<file path="src/npcm_pkg.sv">
package npcm_pkg;

   localparam int PalSize = 16;

   typedef logic [3:0] pal_index_type;
   typedef logic [7:0] score_type;
   typedef logic [9:0] dist_type;
   typedef logic [6:0] symbol_type;
   typedef logic [23:0] pixel_type;

   typedef score_type [PalSize-1:0] score_vec_type;

   // candidate carried through the minimum tree
   typedef struct packed {
      score_type     score;
      pal_index_type index;
   } cand_type;

   localparam logic [7:0] PalRed [PalSize] = '{
      8'd0, 8'd0, 8'd0, 8'd0, 8'd128, 8'd128, 8'd128, 8'd192,
      8'd128, 8'd0, 8'd0, 8'd0, 8'd255, 8'd255, 8'd255, 8'd255
   };
   localparam logic [7:0] PalGreen [PalSize] = '{
      8'd0, 8'd0, 8'd128, 8'd128, 8'd0, 8'd0, 8'd128, 8'd192,
      8'd128, 8'd0, 8'd255, 8'd255, 8'd0, 8'd0, 8'd255, 8'd255
   };
   localparam logic [7:0] PalBlue [PalSize] = '{
      8'd0, 8'd128, 8'd0, 8'd128, 8'd0, 8'd128, 8'd0, 8'd192,
      8'd128, 8'd255, 8'd0, 8'd255, 8'd0, 8'd255, 8'd0, 8'd255
   };
   // 'x' '@' '-' '+' '$' '%' '^' '&' '*' ';' '/' ' ' '?' '#' '~' '.'
   localparam symbol_type SymTable [PalSize] = '{
      7'd120, 7'd64, 7'd45, 7'd43, 7'd36, 7'd37, 7'd94, 7'd38,
      7'd42, 7'd59, 7'd47, 7'd32, 7'd63, 7'd35, 7'd126, 7'd46
   };

   // floor(x/3) for x <= 765: 683/2048 overshoots by under 1/8
   localparam logic [9:0] RecipThree = 10'd683;
   localparam int RecipShift = 11;

endpackage

</file>
<file path="src/npcm_dist.sv">
module npcm_dist (
   input  logic                    clock,
   input  logic                    reset,
   input  logic                    in_valid,
   input  npcm_pkg::pixel_type     in_pixel,
   output logic                    out_valid,
   output npcm_pkg::score_vec_type out_scores
);
   import npcm_pkg::*;

   logic      sum_valid_ff, sum_valid_in;
   dist_type  sum_ff [PalSize];
   dist_type  sum_in [PalSize];
   logic      score_valid_ff, score_valid_in;
   score_vec_type score_ff, score_in;

   logic [7:0] red, green, blue;

   function automatic dist_type abs_diff(input logic [7:0] a, input logic [7:0] b);
      logic [7:0] d;
      d = (a >= b) ? (a - b) : (b - a);
      return {2'b00, d};
   endfunction

   assign red   = in_pixel[23:16];
   assign green = in_pixel[15:8];
   assign blue  = in_pixel[7:0];

   // sum the channel distances to each palette entry
   always_comb begin
      for (int i = 0; i < PalSize; i++) begin
         sum_in[i] = abs_diff(red, PalRed[i]) + abs_diff(green, PalGreen[i])
                   + abs_diff(blue, PalBlue[i]);
      end
      sum_valid_in = in_valid;
   end

   // scale each sum by the reciprocal of three
   always_comb begin
      logic [19:0] prod;
      prod = '0;
      for (int i = 0; i < PalSize; i++) begin
         prod        = {10'd0, sum_ff[i]} * {10'd0, RecipThree};
         score_in[i] = prod[RecipShift +: 8];
      end
      score_valid_in = sum_valid_ff;
   end

   always_ff @(posedge clock) begin
      if (reset) begin
         sum_valid_ff   <= 1'b0;
         score_valid_ff <= 1'b0;
      end else begin
         sum_valid_ff   <= sum_valid_in;
         score_valid_ff <= score_valid_in;
      end
   end

   // payload carries no reset
   always_ff @(posedge clock) begin
      sum_ff   <= sum_in;
      score_ff <= score_in;
   end

   assign out_valid  = score_valid_ff;
   assign out_scores = score_ff;

endmodule

</file>
<file path="src/npcm_min.sv">
module npcm_min (
   input  logic                    clock,
   input  logic                    reset,
   input  logic                    in_valid,
   input  npcm_pkg::score_vec_type in_scores,
   output logic                    out_valid,
   output npcm_pkg::pal_index_type out_index,
   output npcm_pkg::symbol_type    out_symbol
);
   import npcm_pkg::*;

   localparam int Quads = PalSize / 4;

   logic       quad_valid_ff, quad_valid_in;
   cand_type   quad_ff [Quads];
   cand_type   quad_in [Quads];
   logic       res_valid_ff, res_valid_in;
   pal_index_type res_index_ff, res_index_in;
   symbol_type res_symbol_ff, res_symbol_in;

   // keep the lower-index candidate unless the other is strictly smaller
   function automatic cand_type pick(input cand_type lo, input cand_type hi);
      return (hi.score < lo.score) ? hi : lo;
   endfunction

   // reduce each group of four to its best entry
   always_comb begin
      cand_type c0, c1, c2, c3;
      c0 = '0;
      c1 = '0;
      c2 = '0;
      c3 = '0;
      for (int q = 0; q < Quads; q++) begin
         c0 = '{score: in_scores[4*q],   index: pal_index_type'(4*q)};
         c1 = '{score: in_scores[4*q+1], index: pal_index_type'(4*q+1)};
         c2 = '{score: in_scores[4*q+2], index: pal_index_type'(4*q+2)};
         c3 = '{score: in_scores[4*q+3], index: pal_index_type'(4*q+3)};
         quad_in[q] = pick(pick(c0, c1), pick(c2, c3));
      end
      quad_valid_in = in_valid;
   end

   // reduce the four group winners and look up the symbol
   always_comb begin
      cand_type best;
      best          = pick(pick(quad_ff[0], quad_ff[1]), pick(quad_ff[2], quad_ff[3]));
      res_index_in  = best.index;
      res_symbol_in = SymTable[best.index];
      res_valid_in  = quad_valid_ff;
   end

   always_ff @(posedge clock) begin
      if (reset) begin
         quad_valid_ff <= 1'b0;
         res_valid_ff  <= 1'b0;
      end else begin
         quad_valid_ff <= quad_valid_in;
         res_valid_ff  <= res_valid_in;
      end
   end

   always_ff @(posedge clock) begin
      quad_ff       <= quad_in;
      res_index_ff  <= res_index_in;
      res_symbol_ff <= res_symbol_in;
   end

   assign out_valid  = res_valid_ff;
   assign out_index  = res_index_ff;
   assign out_symbol = res_symbol_ff;

endmodule

</file>
<file path="src/nearest_palette_char_mapper_top.sv">
// Maps each 24-bit pixel (red 23..16, green 15..8, blue 7..0) to the nearest
// of 16 fixed palette colours by floor(Manhattan distance / 3), lowest index
// on ties, and returns that index with its ASCII symbol. One pixel is taken
// every clock (busy stays low); the result appears on the rsp_ ports with
// rsp_valid high for one cycle, in request order. The result passes through
// four pipeline stages: distance sums, divide by three, first half of the
// minimum tree, second half plus symbol lookup. The receiver cannot stall,
// so results must be taken as they come.
module nearest_palette_char_mapper_top (
   input  logic                    clock,
   input  logic                    reset,
   input  logic                    start,
   output logic                    busy,
   input  npcm_pkg::pixel_type     req_rgb_pixel,
   output logic                    rsp_valid,
   output npcm_pkg::pal_index_type rsp_palette_index,
   output npcm_pkg::symbol_type    rsp_symbol_code
);
   import npcm_pkg::*;

   logic          score_valid;
   score_vec_type scores;

   // never hold off a request
   assign busy = 1'b0;

   npcm_dist u_dist (
      .clock      (clock),
      .reset      (reset),
      .in_valid   (start),
      .in_pixel   (req_rgb_pixel),
      .out_valid  (score_valid),
      .out_scores (scores)
   );

   npcm_min u_min (
      .clock      (clock),
      .reset      (reset),
      .in_valid   (score_valid),
      .in_scores  (scores),
      .out_valid  (rsp_valid),
      .out_index  (rsp_palette_index),
      .out_symbol (rsp_symbol_code)
   );

endmodule

</file>
<file path="config.mk">
export PLATFORM = sky130hd
export DESIGN_NAME = nearest_palette_char_mapper_top
export DESIGN_NICKNAME = d
export VERILOG_FILES = /design/src/npcm_pkg.sv /design/src/npcm_dist.sv /design/src/npcm_min.sv /design/src/nearest_palette_char_mapper_top.sv
export SDC_FILE = /design/constraint.sdc
export NUM_CORES = 2
export LEC_CHECK = 0
export ABC_CLOCK_PERIOD_IN_PS = 12600
export BUFFER_PORTS_ARGS = -buffer_cell sky130_fd_sc_hd__clkbuf_2
export CORE_MARGIN = 5
export CORE_UTILIZATION = 65
export DETAILED_ROUTE_END_ITERATION = 10
export PLACE_DENSITY = 0.82
export SLEW_MARGIN = 20
export SYNTH_ARGS = -nofsm -noshare
export SYNTH_HDL_FRONTEND = slang
export SYNTH_SLANG_ARGS = --single-unit
</file>
<file path="constraint.sdc">
create_clock -name clock -period 12.6 [get_ports clock]
set_clock_uncertainty 0.15 [all_clocks]
set_input_delay 0 -clock clock [delete_from_list [all_inputs] [get_ports clock]]
set_output_delay 0 -clock clock [all_outputs]
set_load 0.05 [all_outputs]
</file>
==> flow_summary.yaml <==
outcome:
  status: "finished, final reports clean"
drt:
  viasPerCell: 5.69
  vias: 31192
  drt-initial-drc-count: 1676
  wirelength_um: 99200
  wire_per_inst_um: 18.1
  drc: 0
  first_pass_iters: 5
  ant_nets: 0
grt:
  grt_pass1_vias: 32913
  grt_pass1_wl_um: 163000
  grt_start_max_net_pins: 23
  antenna_found_initial: 15
  grtUsageTotal_pct: 27.3
  overflow: 0
worst_hold_path:
  hold_path_startpoint: "start"
  hold_class: "in2reg"
timing:
  clock.fmax_mhz: 174
  min_period_ns: 5.74
  hold_viol: 0
  worst_pin_slew_ns: 1.11
  max_slew_margin_pct: 25.7
  setup_tns_ns: 0
  rsz0062_at_grt: "false"
  drv_slew: 0
  post-route-period-util_pct: 45.5
  setup_viol_count_final: 0
setup_path:
  startpoint: "u_dist.sum_ff[10]$_DFF_P_"
  cp.arrival_ns: 6.05
  path_max_fanout: 16
  cp-start-kind: "flip-flop"
  crit_required_ns: 12.92
  reg2reg_from: "u_dist.sum_ff[10]$_DFF_P_"
  cp-end-kind: "flip-flop"
  crit_type: "reg2reg"
synth:
  synth_top_area_share_pct: 35.2
  synthMuxAreaShare_pct: 3.15
  ys_types: 65
  synth-edff-count: 0
  synthFlopType: "dfxtp_1"
  avgSynthCellArea_um2: 9.73
  syn_nets: 6149
  async_flop_share_pct: 0
  synth_compound_area_share_pct: 9.29
  synth_xor_area_share_pct: 6.89
  synth_area_um2: 44000
  yosys.area.top_type: "ha_1"
  synth.area.top_cells: "ha_1, fa_1, dfxtp_1"
  yosys.area_share.simple_pct: 6.01
  synth_fa_ha_area_share_pct: 51.6
  yosys_warnings: 0
  ys_seq_area_share_pct: 15.1
  synthCells: 4523
  synth_top_family_by_area: "adder cells"
  synth_seq_cells: 332
layout:
  syn_to_final_growth_pct: 5.93
  final_common_cell: "ha_1"
  fin_nets: 6203
  layout_common_cells: "ha_1, inv_1, fa_1"
  final_layout_size_suffix_gt1_share_pct: 2.93
  nFillCells: 4814
clocking:
  htree_levels: 2
  cts_sinks: 332
  cts_buffer_depth: 3
  cts_tree: "done"
  cts_buffers: 41
  cts_resized: 0
  cts-root-buf: "clkbuf_16"
  clk_pin_slew_ns: 0.06
  clk_latency_ns: 0.58
floorplan:
  dieArea_um2: 73000
  die_h_um: 270
  io_pins: 40
  rows: 95
  start_util_pct: 65.5
  die-width_um: 270
  core_region_area_um2: 67200
placement:
  gp_congestion: 0.920
  hpwl_um: 83500
  port_buffers: 38
flow_run:
  cap_viol_max_count: 0
==> kinds of logic after synthesis <==
family / Yosys count
other cells: 1
compound gates: 649
flops: 332
mux: 136
simple gates: 543
buf+inv: 917
xor+xnor: 346
fa+ha+maj: 1599
==> path summary, 6_finish.rpt <==
check / to / slack, ns / cells after the start
worst max-delay path: u_dist.out_scores[63]$_DFF_P_ / 6.86 / 16
worst min-delay path: u_dist.score_valid_in$_SDFF_PP0_ / 0.03 / 3
worst max register to register: u_dist.out_scores[63]$_DFF_P_ / 6.86 / 16
worst min register to register: u_min.out_valid$_SDFF_PP0_ / 0.29 / 1
==> routing by layer <==
layer | GRT usage (%) | up-vias | share of wire (%)
met3 | 4.27 | 230 | 5.9
met1 | 36.0 | 15007 | 44
met4 | 8.25 | 8 | 3.4
met5 | 0 | - | 0.059
met2 | 46.6 | 684 | 47
li1 | - | 15263 | -
==> Yosys cell counts (3+ instances only) <==
master	n
nand2b_1	62
o21bai_1	57
a31oi_1	21
a41o_1	7
o41ai_1	3
a41oi_1	12
o211ai_1	7
buf_6	3
buf_2	12
o41a_1	8
nor2b_1	44
o21a_1	38
a21boi_0	14
a211oi_1	13
o22a_1	3
nor2_1	188
and3_1	33
mux2i_1	120
o21ai_1	10
nor3_1	57
inv_1	882
or3_1	8
and2_1	7
xor2_1	68
mux2_2	15
clkbuf_1	18
or2_2	4
a311oi_1	3
nand2_1	75
fa_1	360
nor4_1	3
a211o_1	5
ha_1	1239
xnor2_1	278
and4_1	5
o31a_1	8
nand3_1	42
a21o_1	75
dfxtp_1	332
a21oi_1	231
o21ai_0	112
nand4_1	6
a31o_2	5
==> worst max-delay path, cell delays in order, from the launching register on <==
cell	delay, ns
dfxtp_1	0.83
buf_4	0.50
ha_1	0.35
ha_1	0.32
fa_1	0.54
inv_1	0.06
fa_1	0.46
fa_1	0.49
inv_1	0.04
ha_1	0.19
a211oi_1	0.25
o211ai_1	0.19
nand3_1	0.10
nand3_1	0.14
o41ai_1	0.65
nor2_1	0.12
a211o_1	0.24
==> through the flow <==
| stage | util, % | cell area, um2 | instances | setup slack (ns) | hold slack [ns] |
|---|---|---|---|---|---|
| final | 69.4 | 46600 | 5486 | 6.86 | 0.0350 |
| after global placement | 67.2 | 45100 | 5402 | 7.05 | 0.0630 |
| after detailed placement | 67.2 | 45100 | 5402 | 6.90 | 0.0666 |
| after global routing | 69.4 | 46600 | 5479 | 6.62 | 0.0230 |
| after CTS | 69.4 | 46600 | 5478 | 6.90 | 0.00749 |
| after floorplan | - | 44000 | 4523 | 7.82 | -0.0784 |
==> timing repair <==
action	in CTS	in global routing
hold endpoints to repair	7	0
hold buffers	5	0
setup buffers	0	0
setup endpoints to repair	0	0
==> area by class of cell <==
type | count | area, um2 | area share [%]
Antenna cell | 8 | 20.0 | 0.0430
Clock buffer | 53 | 1140 | 2.45
Clock inverter | 18 | 256 | 0.550
Inverter | 882 | 3310 | 7.10
Multi-Input combinational cell | 3274 | 33900 | 72.7
Sequential cell | 332 | 6650 | 14.3
Tap cell | 873 | 1090 | 2.34
Timing Repair Buffer | 46 | 263 | 0.564
==> flip-flops by register name, indices dropped and copies added, names as in the netlist <==
register,flops
u_dist.out_scores,128
u_dist.out_valid,1
u_dist.score_valid_in,1
u_dist.sum_ff,149
u_min.out_index,4
u_min.out_symbol,7
u_min.out_valid,1
u_min.quad_ff,40
u_min.quad_valid_ff,1
Power is not shown: default switching activity piles up to over one toggle a cycle in this logic, so the estimate is an artifact.
